==> src/hw/rtl/gehf_pkg.sv <==
package gehf_pkg;

  // Fixed-point formats
  localparam int HEADING_FRAC_BITS = 28;
  localparam int ENC_FRAC_BITS     = 13;
  localparam int ENC_SHIFT         = HEADING_FRAC_BITS - ENC_FRAC_BITS;
  // 1e6 * 2^(32-F) = 15625 * 2^ZSHIFT, so the power-of-two part is a shift
  localparam int ZSHIFT            = 6 + 32 - HEADING_FRAC_BITS;

  localparam int HEAD_W = 31;
  localparam int VAL_W  = 35;
  localparam int DIFF_W = 34;
  localparam int MUL_A_W = 33;
  localparam int MUL_B_W = 32;
  localparam int PROD_W  = MUL_A_W + MUL_B_W;

  // Multiplier constants
  localparam logic [31:0] DEG2RAD_Q32 = 32'd74960064;
  localparam logic [31:0] DIV_ODD     = 32'd15625;
  localparam logic [63:0] RECIP_L     = (64'd1 << 45) / 64'd15625;
  localparam logic [31:0] RECIP_Q45   = RECIP_L[31:0];

  // Quotient correction thresholds (estimate is low by at most four)
  localparam logic [16:0] REM_T1 = 17'(DIV_ODD);
  localparam logic [16:0] REM_T2 = 17'(2 * DIV_ODD);
  localparam logic [16:0] REM_T3 = 17'(3 * DIV_ODD);
  localparam logic [16:0] REM_T4 = 17'(4 * DIV_ODD);

  // Wrap limits, rounded to nearest
  localparam logic [63:0] PI_L =
    ((64'd314159 << HEADING_FRAC_BITS) + 64'd50000) / 64'd100000;
  localparam logic [63:0] TWO_PI_L =
    ((64'd628318 << HEADING_FRAC_BITS) + 64'd50000) / 64'd100000;
  localparam logic signed [VAL_W-1:0] PI_Q     = $signed(PI_L[VAL_W-1:0]);
  localparam logic signed [VAL_W-1:0] NEG_PI_Q = -PI_Q;
  localparam logic signed [VAL_W-1:0] TWO_PI_Q = $signed(TWO_PI_L[VAL_W-1:0]);

  // Register indexes on the config port
  typedef enum logic [1:0] {
    REG_DEADBAND,
    REG_GAIN_POS,
    REG_GAIN_NEG,
    REG_GYRO_WEIGHT
  } reg_idx_t;

  // Microcode
  localparam int STEP_W = 5;
  typedef logic [STEP_W-1:0] step_t;
  localparam step_t STEP_IDLE = 5'd0;
  localparam step_t STEP_DIFF = 5'd10;

  typedef enum logic [2:0] {
    MUL_NONE,
    MUL_MAG_GAIN,
    MUL_DEG,
    MUL_YL_T,
    MUL_YH_T,
    MUL_RECIP,
    MUL_QDIV,
    MUL_WEIGHT
  } mul_sel_t;

  typedef enum logic [3:0] {
    ACT_NONE,
    ACT_SAVE_Y,
    ACT_SAVE_ZL,
    ACT_SAVE_Z,
    ACT_SAVE_Q,
    ACT_SAVE_R,
    ACT_X,
    ACT_DIFF,
    ACT_ABS,
    ACT_BLEND,
    ACT_WRAP,
    ACT_OUT
  } act_t;

  typedef enum logic [2:0] {
    BR_NEXT,
    BR_JUMP,
    BR_WAIT_IN,
    BR_DEAD,
    BR_OUT
  } br_t;

  typedef struct packed {
    mul_sel_t mul;
    act_t     act;
    br_t      br;
    step_t    target;
  } ctrl_word_t;

  typedef struct packed {
    logic in_fire;
    logic dead;
    logic out_free;
  } seq_status_t;

  // Program ROM: one control word per step
  function automatic ctrl_word_t ucode_rom(input step_t addr);
    ctrl_word_t cw;
    case (addr)
      5'd0:  cw = '{MUL_NONE,     ACT_NONE,    BR_WAIT_IN, STEP_IDLE};
      5'd1:  cw = '{MUL_MAG_GAIN, ACT_NONE,    BR_DEAD,    STEP_DIFF};
      5'd2:  cw = '{MUL_DEG,      ACT_NONE,    BR_NEXT,    STEP_IDLE};
      5'd3:  cw = '{MUL_YL_T,     ACT_SAVE_Y,  BR_NEXT,    STEP_IDLE};
      5'd4:  cw = '{MUL_YH_T,     ACT_SAVE_ZL, BR_NEXT,    STEP_IDLE};
      5'd5:  cw = '{MUL_NONE,     ACT_SAVE_Z,  BR_NEXT,    STEP_IDLE};
      5'd6:  cw = '{MUL_RECIP,    ACT_NONE,    BR_NEXT,    STEP_IDLE};
      5'd7:  cw = '{MUL_QDIV,     ACT_SAVE_Q,  BR_NEXT,    STEP_IDLE};
      5'd8:  cw = '{MUL_NONE,     ACT_SAVE_R,  BR_NEXT,    STEP_IDLE};
      5'd9:  cw = '{MUL_NONE,     ACT_X,       BR_NEXT,    STEP_IDLE};
      5'd10: cw = '{MUL_NONE,     ACT_DIFF,    BR_NEXT,    STEP_IDLE};
      5'd11: cw = '{MUL_NONE,     ACT_ABS,     BR_NEXT,    STEP_IDLE};
      5'd12: cw = '{MUL_WEIGHT,   ACT_NONE,    BR_NEXT,    STEP_IDLE};
      5'd13: cw = '{MUL_NONE,     ACT_BLEND,   BR_NEXT,    STEP_IDLE};
      5'd14: cw = '{MUL_NONE,     ACT_WRAP,    BR_NEXT,    STEP_IDLE};
      5'd15: cw = '{MUL_NONE,     ACT_WRAP,    BR_NEXT,    STEP_IDLE};
      5'd16: cw = '{MUL_NONE,     ACT_OUT,     BR_OUT,     STEP_IDLE};
      default: cw = '{MUL_NONE,   ACT_NONE,    BR_JUMP,    STEP_IDLE};
    endcase
    return cw;
  endfunction

endpackage

==> src/hw/rtl/gehf_useq.sv <==
module gehf_useq import gehf_pkg::*; (
  input  logic        clk,
  input  logic        rst_n,
  input  seq_status_t status,
  output ctrl_word_t  cw
);

  step_t step_r;
  step_t step_nxt;

  // Control word for the current step
  assign cw = ucode_rom(step_r);

  // Step counter with conditional jumps
  always_comb begin
    case (cw.br)
      BR_NEXT:    step_nxt = step_r + 5'd1;
      BR_JUMP:    step_nxt = cw.target;
      BR_WAIT_IN: step_nxt = status.in_fire ? step_r + 5'd1 : step_r;
      BR_DEAD:    step_nxt = status.dead ? cw.target : step_r + 5'd1;
      BR_OUT:     step_nxt = status.out_free ? cw.target : step_r;
      default:    step_nxt = STEP_IDLE;
    endcase
  end

  always_ff @(posedge clk) begin
    if (!rst_n) begin
      step_r <= STEP_IDLE;
    end else begin
      step_r <= step_nxt;
    end
  end

endmodule

==> src/hw/rtl/gyro_encoder_heading_fusion.sv <==
// Each item runs the microcode program from input accept to out_tvalid, with a shorter path
// when |gyro_rate| is under the deadband. One item at a time: in_tready stays low until the result
// is handed to the output register, which waits on any output stall. Each multiply takes one step on the single
// shared 33x32 multiplier, and the divide by 1e6 is a reciprocal multiply plus correction.
// Reset (rst_n low, synchronous): config registers to defaults, fused heading to zero,
// sequencer back to its wait step, output empty.
module gyro_encoder_heading_fusion import gehf_pkg::*; (
  input  logic        clk,
  input  logic        rst_n,
  input  logic        in_tvalid,
  output logic        in_tready,
  input  logic [47:0] in_tdata,   // gyro_rate[15:0], encoder_heading[31:16], step_time_us[47:32]
  output logic        out_tvalid,
  input  logic        out_tready,
  output logic [31:0] out_tdata,  // heading[30:0], zero pad [31]
  input  logic        cfg_we,
  input  logic [1:0]  cfg_addr,
  input  logic [15:0] cfg_wdata
);

  // Config registers
  logic [14:0] deadband_r;
  logic [15:0] gain_pos_r;
  logic [15:0] gain_neg_r;
  logic [15:0] gyro_weight_r;

  // Item registers
  logic [15:0]              mag_r,  mag_nxt;
  logic                     neg_r,  neg_nxt;
  logic                     dead_r, dead_nxt;
  logic [15:0]              gain_r, gain_nxt;
  logic signed [15:0]       enc_r,  enc_nxt;
  logic [15:0]              t_r,    t_nxt;

  // Datapath registers
  logic [PROD_W-1:0]        prod_r, prod_nxt;
  logic [7:0]               yh_r,   yh_nxt;
  logic [47:0]              zlo_r,  zlo_nxt;
  logic [45:0]              zs_r,   zs_nxt;
  logic [31:0]              q_r,    q_nxt;
  logic [16:0]              rem_r,  rem_nxt;
  logic [31:0]              x_r,    x_nxt;
  logic signed [DIFF_W-1:0] d_r,    d_nxt;
  logic                     dneg_r, dneg_nxt;
  logic [MUL_A_W-1:0]       dmag_r, dmag_nxt;
  logic signed [VAL_W-1:0]  v_r,    v_nxt;
  logic signed [HEAD_W-1:0] fused_r, fused_nxt;
  logic                     out_valid_r, out_valid_nxt;
  logic [HEAD_W-1:0]        out_heading_r, out_heading_nxt;

  // Control
  ctrl_word_t  cw;
  seq_status_t status;
  logic        in_fire;
  logic        out_free;

  // Combinational helpers
  logic [15:0]              rate_in;
  logic [15:0]              rate_mag;
  logic [MUL_A_W-1:0]       mul_a;
  logic [MUL_B_W-1:0]       mul_b;
  logic [PROD_W-1:0]        mul_p;
  logic [55:0]              zsum;
  logic [55:0]              zsum_sh;
  logic [45:0]              rem_full;
  logic [2:0]               corr;
  logic signed [DIFF_W-1:0] enc_ext;
  logic signed [DIFF_W-1:0] enc_q;
  logic signed [DIFF_W-1:0] x_ext;
  logic signed [DIFF_W-1:0] x_signed;
  logic signed [DIFF_W-1:0] d_neg;
  logic signed [50:0]       wp_ext;
  logic signed [50:0]       wp_signed;
  logic signed [50:0]       enc_sh;
  logic signed [50:0]       blend_sum;
  logic signed [VAL_W-1:0]  v_wrap;
  logic signed [VAL_W-1:0]  v_clamp;

  gehf_useq u_useq (
    .clk    (clk),
    .rst_n  (rst_n),
    .status (status),
    .cw     (cw)
  );

  // Handshake
  assign in_tready  = (cw.br == BR_WAIT_IN);
  assign in_fire    = in_tvalid & in_tready;
  assign out_free   = ~out_valid_r | out_tready;
  assign out_tvalid = out_valid_r;
  assign out_tdata  = {1'b0, out_heading_r};

  assign status = '{in_fire: in_fire, dead: dead_r, out_free: out_free};

  // Input unpack and rate magnitude
  assign rate_in  = in_tdata[15:0];
  assign rate_mag = rate_in[15] ? (~rate_in + 16'd1) : rate_in;

  // Shared multiplier operand select
  always_comb begin
    case (cw.mul)
      MUL_MAG_GAIN: begin
        mul_a = {17'b0, mag_r};
        mul_b = {16'b0, gain_r};
      end
      MUL_DEG: begin
        mul_a = {2'b0, prod_r[30:0]};
        mul_b = DEG2RAD_Q32;
      end
      MUL_YL_T: begin
        mul_a = {1'b0, prod_r[49:18]};
        mul_b = {16'b0, t_r};
      end
      MUL_YH_T: begin
        mul_a = {25'b0, yh_r};
        mul_b = {16'b0, t_r};
      end
      MUL_RECIP: begin
        mul_a = {1'b0, zs_r[45:14]};
        mul_b = RECIP_Q45;
      end
      MUL_QDIV: begin
        mul_a = {1'b0, prod_r[62:31]};
        mul_b = DIV_ODD;
      end
      MUL_WEIGHT: begin
        mul_a = dmag_r;
        mul_b = {16'b0, gyro_weight_r};
      end
      default: begin
        mul_a = '0;
        mul_b = '0;
      end
    endcase
  end

  assign mul_p = mul_a * mul_b;

  // Increment: (y * t) >> ZSHIFT, y split at bit 32
  assign zsum    = 56'(zlo_r) + {prod_r[23:0], 32'd0};
  assign zsum_sh = zsum >> ZSHIFT;

  // Remainder against the quotient estimate, then the small correction
  assign rem_full = zs_r - prod_r[45:0];
  assign corr = 3'(rem_r >= REM_T1) + 3'(rem_r >= REM_T2)
              + 3'(rem_r >= REM_T3) + 3'(rem_r >= REM_T4);

  // Difference gyro path minus encoder, both Q3.F
  assign enc_ext  = DIFF_W'(enc_r);
  assign enc_q    = enc_ext <<< ENC_SHIFT;
  assign x_ext    = $signed({2'b0, x_r});
  assign x_signed = neg_r ? -x_ext : x_ext;
  assign d_neg    = -d_r;

  // Blend: 2^16 * enc + w * (gyro - enc), rounded half up
  assign wp_ext    = $signed({2'b0, prod_r[48:0]});
  assign wp_signed = dneg_r ? -wp_ext : wp_ext;
  assign enc_sh    = 51'(enc_q) <<< 16;
  assign blend_sum = wp_signed + enc_sh + 51'sd32768;

  // Wrap by one turn, and the final clamp
  always_comb begin
    if (v_r > PI_Q) begin
      v_wrap = v_r - TWO_PI_Q;
    end else if (v_r < NEG_PI_Q) begin
      v_wrap = v_r + TWO_PI_Q;
    end else begin
      v_wrap = v_r;
    end
  end

  always_comb begin
    if (v_r > PI_Q) begin
      v_clamp = PI_Q;
    end else if (v_r < NEG_PI_Q) begin
      v_clamp = NEG_PI_Q;
    end else begin
      v_clamp = v_r;
    end
  end

  // Datapath next values
  always_comb begin
    mag_nxt         = mag_r;
    neg_nxt         = neg_r;
    dead_nxt        = dead_r;
    gain_nxt        = gain_r;
    enc_nxt         = enc_r;
    t_nxt           = t_r;
    prod_nxt        = prod_r;
    yh_nxt          = yh_r;
    zlo_nxt         = zlo_r;
    zs_nxt          = zs_r;
    q_nxt           = q_r;
    rem_nxt         = rem_r;
    x_nxt           = x_r;
    d_nxt           = d_r;
    dneg_nxt        = dneg_r;
    dmag_nxt        = dmag_r;
    v_nxt           = v_r;
    fused_nxt       = fused_r;
    out_valid_nxt   = out_valid_r;
    out_heading_nxt = out_heading_r;

    // capture a new item; zero increment unless the gyro path runs
    if (in_fire) begin
      mag_nxt  = rate_mag;
      neg_nxt  = rate_in[15] | (rate_in == 16'd0);
      dead_nxt = rate_mag < {1'b0, deadband_r};
      gain_nxt = (rate_in[15] | (rate_in == 16'd0)) ? gain_neg_r : gain_pos_r;
      enc_nxt  = $signed(in_tdata[31:16]);
      t_nxt    = in_tdata[47:32];
      x_nxt    = '0;
    end

    if (cw.mul != MUL_NONE) begin
      prod_nxt = mul_p;
    end

    if (out_valid_r && out_tready) begin
      out_valid_nxt = 1'b0;
    end

    case (cw.act)
      ACT_SAVE_Y:  yh_nxt  = prod_r[57:50];
      ACT_SAVE_ZL: zlo_nxt = prod_r[47:0];
      ACT_SAVE_Z:  zs_nxt  = zsum_sh[45:0];
      ACT_SAVE_Q:  q_nxt   = prod_r[62:31];
      ACT_SAVE_R:  rem_nxt = rem_full[16:0];
      ACT_X:       x_nxt   = q_r + 32'(corr);
      ACT_DIFF:    d_nxt   = DIFF_W'(fused_r) + x_signed - enc_q;
      ACT_ABS: begin
        dneg_nxt = d_r[DIFF_W-1];
        dmag_nxt = d_r[DIFF_W-1] ? d_neg[MUL_A_W-1:0] : d_r[MUL_A_W-1:0];
      end
      ACT_BLEND:   v_nxt   = blend_sum[50:16];
      ACT_WRAP:    v_nxt   = v_wrap;
      ACT_OUT: begin
        if (out_free) begin
          out_valid_nxt   = 1'b1;
          out_heading_nxt = v_clamp[HEAD_W-1:0];
          fused_nxt       = v_clamp[HEAD_W-1:0];
        end
      end
      default: ;
    endcase
  end

  // Config writes
  always_ff @(posedge clk) begin
    if (!rst_n) begin
      deadband_r    <= 15'd19;
      gain_pos_r    <= 16'd16384;
      gain_neg_r    <= 16'd16384;
      gyro_weight_r <= 16'd65470;
    end else if (cfg_we) begin
      case (reg_idx_t'(cfg_addr))
        REG_DEADBAND:    deadband_r    <= cfg_wdata[14:0];
        REG_GAIN_POS:    gain_pos_r    <= cfg_wdata;
        REG_GAIN_NEG:    gain_neg_r    <= cfg_wdata;
        REG_GYRO_WEIGHT: gyro_weight_r <= cfg_wdata;
        default: ;
      endcase
    end
  end

  // Control state
  always_ff @(posedge clk) begin
    if (!rst_n) begin
      fused_r     <= '0;
      out_valid_r <= 1'b0;
    end else begin
      fused_r     <= fused_nxt;
      out_valid_r <= out_valid_nxt;
    end
  end

  // Payload
  always_ff @(posedge clk) begin
    mag_r         <= mag_nxt;
    neg_r         <= neg_nxt;
    dead_r        <= dead_nxt;
    gain_r        <= gain_nxt;
    enc_r         <= enc_nxt;
    t_r           <= t_nxt;
    prod_r        <= prod_nxt;
    yh_r          <= yh_nxt;
    zlo_r         <= zlo_nxt;
    zs_r          <= zs_nxt;
    q_r           <= q_nxt;
    rem_r         <= rem_nxt;
    x_r           <= x_nxt;
    d_r           <= d_nxt;
    dneg_r        <= dneg_nxt;
    dmag_r        <= dmag_nxt;
    v_r           <= v_nxt;
    out_heading_r <= out_heading_nxt;
  end

endmodule

==> config.mk <==
export PLATFORM = sky130hd
export DESIGN_NAME = gyro_encoder_heading_fusion
export DESIGN_NICKNAME = d
export VERILOG_FILES = /design/src/hw/rtl/gehf_pkg.sv /design/src/hw/rtl/gehf_useq.sv /design/src/hw/rtl/gyro_encoder_heading_fusion.sv
export SDC_FILE = /design/constraint.sdc
export NUM_CORES = 2
export LEC_CHECK = 0
export BUFFER_PORTS_ARGS = -buffer_cell sky130_fd_sc_hd__buf_4
export CAP_MARGIN = 40
export CORE_MARGIN = 4
export CORE_UTILIZATION = 52
export DETAILED_ROUTE_END_ITERATION = 7
export GPL_ROUTABILITY_DRIVEN = 0
export GPL_TIMING_DRIVEN = 0
export PLACE_DENSITY_LB_ADDON = 0.1
export SYNTH_ARGS = -nofsm -noshare
export SYNTH_HDL_FRONTEND = slang
export SYNTH_SLANG_ARGS = --single-unit
==> constraint.sdc <==
create_clock -name clk -period 10.3 [get_ports clk]
set_clock_uncertainty 0.2 [all_clocks]
set_input_delay 0.515 -clock clk [delete_from_list [all_inputs] [get_ports clk]]
set_output_delay 0.515 -clock clk [all_outputs]
set_load 0.03 [all_outputs]
Word level (Yosys, flattened, before mapping)
Memory sizes are Yosys's and may differ from the RTL's. A register that Yosys moved wholly into a read port is not among the register bits. Cells that the tools add are included. Widths: inputs -> output; s select.

Output and inout bits: 34. Memories kept: 1. Memory bits (read-only): 384. Bits in registers: 546.

Memory list: (name not given) (words 32, width 12, rd ports 1, clocked after Yosys merged registers in 1, wr ports 0, line gehf_pkg.sv:102) `case (addr)`.

$mul: 1. $add $sub $neg: 17. $lt $le $gt $ge: 7. Bitwise logic cells: 5. Reduce and logical (&&, ||, !) cells: 15. Muxes and demuxes: 23. Equal/unequal tests: 28.

Operators by type and width (count): $pmux 33 s7 (1); $pmux 32 s6 (1); $mux 35 (2); $pmux 35 s2 (1); $mux 32 (2); $mul 33x32->63 (1); $mux 31 (2); $add 48x56->56 (1); $add 51x17->51 const B (1); $add 51x47->51 (1); $mux 51 (1); $neg 49->51 (1); $add 35x32->35 const B (1); $gt 35x31->1 const B (1); $lt 35x31->1 const B (1); $sub 35x32->35 const B (1); $add 31x34->34 (1); $ge 17x16->1 const B (2); $mux 34 (1); $neg 32->34 (1); $sub 34x31->34 (1); $mux 33 (1); $neg 33->33 (1); $add 32x3->32 (1); other kinds (37) (68).

Longest topological paths before layout
Word-level depth: 6. Gate-level depth with buffers: 40.

By module
From an unflattened synthesis, not the netlist that was laid out.

Cell total of the unflattened synthesis: 5993. Area, all modules: 57714.1 um^2.

By module, submodules not included: gyro_encoder_heading_fusion (seq. area each 14994.4 um^2, area an instance 56698.1 um^2, times used 1, cells an instance 5885); gehf_useq (seq. area each 320.3 um^2, area an instance 1016.0 um^2, times used 1, cells an instance 108).

Worst setup path before layout
No wires, ideal clock.

Kind: flip-flop to flip-flop. From: reg, netlist name u_useq.cw[13]. To: reg prod_r[62], data pin. Required time: 9.836 ns. Stages on the path, launching flop included: 38. Data arrival time: 9.908 ns. Period minus slack after synthesis: 10.371 ns. Path slack: -0.071 ns. Path buffers: 1. Cell sequence: dfxtp_1 inv_1 and3_1 and2_1 a21oi_1 inv_1 a221o_1 a221oi_1 clkbuf_1 nor2_1 fa_1 fa_1 fa_1 inv_1 fa_1 inv_1 fa_1 inv_1 [... 2 more ...] fa_1 inv_1 fa_1 inv_1 ha_1 and4_1 a21oi_1 a21boi_0 nor4_1 nor2_1 or4b_2 a31oi_1 o221ai_1 a21oi_1 o31ai_1 a31o_2 a211oi_1 xnor2_1.

Word-level cells in the longest chain between the ends: 4. Elaborated cells on any way between the ends: 11. Classes of those cells: mul (1); eq/ne (7); mux (2); reduce/logical (1).

Ends and longest elaborated chain: $eq 3x3->1 or $eq 3x2->1 (tied branches) (line gyro_encoder_heading_fusion.sv:101) `case (cw.mul)`; $reduce_or 2->1 (no source line); $pmux 32 s6 (line gyro_encoder_heading_fusion.sv:101); $mul 33x32->63 (*) (line gyro_encoder_heading_fusion.sv:137) `assign mul_p = mul_a * mul_b;`; via mul_p[62] (line gyro_encoder_heading_fusion.sv:62) `logic [PROD_W-1:0] mul_p;`; end signal, assigned (line gyro_encoder_heading_fusion.sv:286) `prod_r <= prod_nxt;`; end, declared (line gyro_encoder_heading_fusion.sv:36) `logic [PROD_W-1:0] prod_r, prod_nxt;`.

Mark *: on every way through the listed nets, which the timed path passes. The rest lies on a longest branch. A chain may end at the register's enable or synchronous reset.

Worst setup path in the final report
From: reg, netlist name u_useq.cw[14]. To: reg prod_r[62], data pin.

Word-level cells in the longest chain between the ends: 4. Elaborated cells on any way between the ends: 11. Classes of those cells: mul (1); eq/ne (7); mux (2); reduce/logical (1).

Ends and longest elaborated chain (line): $eq 3x3->1 or $eq 3x2->1 (tied branches) (gyro_encoder_heading_fusion.sv:101); $reduce_or 2->1 (no source line); $pmux 32 s6 (gyro_encoder_heading_fusion.sv:101); $mul 33x32->63 (*) (gyro_encoder_heading_fusion.sv:137); via mul_p[62] (gyro_encoder_heading_fusion.sv:62).

Marked as above.

==> flow_metrics.env <==
export IMPL_status="finished clean"
export IMPL_worst_path_max_delay_cell="fa_1"
export IMPL_critPathLaunch="u_useq.cw[14]$_SDFF_PP0_"
export IMPL_relSlewSlack_pct=41.0
export IMPL_powerDensity_nw_per_um2=282
export IMPL_htreeDepth=2
export IMPL_cp_common_cell="fa_1"
export IMPL_slowest_delay_ns=0.59
export IMPL_tightest_slew_ns=0.885
export IMPL_core_um2=109000
export IMPL_grt_pass1_vias=43900
export IMPL_ys_seq_area_share_pct=26.9
export IMPL_syn_cell_area_um2=56900
export IMPL_synth_seq_cells=547
export IMPL_reg2reg_from="u_useq.cw[14]$_SDFF_PP0_"
export IMPL_grt_util_all_layers_pct=33.3
export IMPL_stdcell_count=7743
export IMPL_viasPerCell=5.80
export IMPL_die_width_um=339
export IMPL_finalHoldViolCount=0
export IMPL_slew_viol_final=0
export IMPL_die_area_um2=115000
export IMPL_clk_path_buf_depth=3
export IMPL_regArea_um2=15300
export IMPL_clkTransAtPathRegs_ns=0.06
export IMPL_place_area_um2=60200
export IMPL_drt_first_pass_iters=7
export IMPL_postRouteAntennaNets=0
export IMPL_wirelength_mm=194
export IMPL_post_drt_wl_per_cell_um=25.0
export IMPL_setup_violations=0
export IMPL_cts_root_buffer="clkbuf_16"
export IMPL_worstSetupEndpointType="flip-flop"
export IMPL_worstPathRequired_ns=10.48
export IMPL_fill_cells=9342
export IMPL_power_total_mw=18.4
export IMPL_final_cell_mix="inv_1, fa_1, nand2_1, nor2_1, ha_1"
export IMPL_insertion_delay_ns=0.69
export IMPL_period_share_pct=98.4
export IMPL_pin_count=105
export IMPL_die_h_um=339
export IMPL_ys_types=87
export IMPL_max_freq_mhz=98.7
export IMPL_hold_class="in2reg"
export IMPL_fin_nets=7548
export IMPL_min_from="in_tdata[4]"
export IMPL_max_vdd_ir_drop_mv=0.216
export IMPL_r2r_cells=38
export IMPL_multi_input_area_um2=38100
export IMPL_critical_path_class="reg2reg"
export IMPL_area_growth_pct=14.8
export IMPL_design_area_um2=65400
export IMPL_drive_gt1_share_pct=13.0
export IMPL_rows=121
export IMPL_portBuffers=101
export IMPL_dp_hpwl_mm=158
export IMPL_final_setup_tns_ns=0
export IMPL_cp_start_kind="flip-flop"
export IMPL_placedCellCount=7479
export IMPL_grt_max_degree=52
export IMPL_fin_util_pct=60.1
export IMPL_cts_tree="built"
export IMPL_num_vias=44900
export IMPL_grt_pass1_wl_mm=284
export IMPL_synth_ff_type="edfxtp_1"
export IMPL_hold_path_depth=2
export IMPL_antenna_found_initial=6
export IMPL_crit_arrival_ns=10.32
export IMPL_postSynthCellCount=5895
export IMPL_yosys_warnings=0
export IMPL_synthArstFlopShare_pct=0
export IMPL_gr_total_overflow=0
export IMPL_cap_violations=0
export IMPL_cts_made_buffers=59
export IMPL_final_common_cell="inv_1"
export IMPL_fin_crit_ns=10.13
export IMPL_drt_iter0_drc=5013
export IMPL_synth_edf_count=436
export IMPL_start_util_pct=52.4
export IMPL_critPathMaxFanout=10
export IMPL_power_leakage_nw=29.7
export IMPL_syn_area_per_cell_um2=9.66
export IMPL_cts_sinks=547
export IMPL_drc=0
==> worst max-delay path: cells and delay by family, from the launching register on <==
kind	cells	cell delay, ns
buffers and inverters	10	1.17
XOR/XNOR	1	0.15
adder cells (fa/ha/maj)	9	4.64
AO/OA/AOI/OAI	10	2.14
AND/OR/NAND/NOR	8	1.14
flip-flops	1	0.37
==> path summary, 6_finish.rpt <==
kind | end | slack, ns
worst max-delay path | prod_r[62]$_DFFE_PP_ | 0.17
worst min-delay path | mag_r[4]$_DFFE_PP_ | 0.04
worst max register to register | prod_r[62]$_DFFE_PP_ | 0.17
worst min register to register | zs_r[6]$_DFFE_PN_ | 0.22
==> area by class of cell <==
| class | count | area share (%) |
|---|---|---|
| buffer | 175 | 1.87 |
| tap | 1414 | 2.71 |
| timing repair buffer | 323 | 4.31 |
| inverter | 1108 | 6.43 |
| antenna | 4 | 0.0153 |
| clock buffer | 77 | 2.39 |
| clock inverter | 35 | 0.557 |
| multi-input combinational | 4060 | 58.3 |
| sequential | 547 | 23.4 |
==> cell usage after synthesis, types with 37 or more instances <==
cell type	n	area (um2)
xnor2_1	192	1680
edfxtp_1	436	13100
ha_1	480	6010
and2_1	46	288
nand2b_1	96	601
inv_1	1108	4160
a21boi_0	87	653
a21oi_1	222	1110
nand2_1	570	2140
o21ai_0	198	991
a21o_1	86	646
xor2_1	92	806
nand3_1	73	365
nor2_1	556	2090
or2_2	37	231
dfxtp_1	111	2220
clkbuf_1	176	661
fa_1	723	14500
nor3_1	46	230
==> power breakdown <==
group	internal, mW	leakage (nW)	switching, mW
logic	4.86	23.8	7.69
registers	3.13	4.95	0.610
clock network	1.19	0.930	0.940
total	9.17	29.7	9.24
==> routing by layer <==
layer	vias up	share of wire, %	GRT usage (%)
met5	-	0.068	0
met4	6	5.1	13.2
met3	472	13	10.5
met2	2452	41	47.4
met1	22100	41	47.5
li1	19900	-	-
==> cell families (layout without fill, tap and decap cells) <==
logic type                 count (synthesis)  in the layout  synth area share (%)
DFF                                      547            547                  26.9
and+or+nand+nor                         1631           1631                  13.1
other                                      2             14                0.0132
AOI/OAI and AO/OA                        877            877                  10.0
adders and majority gates               1203           1203                  36.0
buffers and inverters                   1296           1718                  8.59
xor gates and xnor gates                 285            285                  4.40
muxes                                     54             54                  1.03
==> flip-flops by register name, indices dropped and copies added (netlist names), 5 cells and up <==
signal and cells:
d_r 34, deadband_r 15, dmag_r 33, enc_r 16, fused_r 31, gain_neg_r 16, gain_pos_r 16, gain_r 16
gyro_weight_r 16, mag_r 16, out_heading_r 31, prod_r 63, q_r 32, rem_r 17, t_r 16, u_useq.cw 11
u_useq.step_r 5, v_r 35, x_r 32, yh_r 8, zlo_r 38, zs_r 46
==> per-stage QoR <==
stage / setup slack [ns] / hold slack, ns
floorplan: 0.0858 / 0.200
global placement: -4.60 / 0.201
detailed placement: -3.58 / 0.205
CTS: -0.0947 / 0.00151
global route: -0.0294 / 0.0159
finish: 0.165 / 0.0368
==> what timing repair did <==
item / in CTS / in global routing
resized for setup: 385 / 243
endpoints found under the setup margin: 44 / 17
hold buffers: 50 / 0
endpoints found under the hold margin: 97 / 0
cloned: 0 / 1
pin swaps: 45 / 95
setup buffers: 58 / 53
Note: power is estimated with default switching activity, not from simulation.
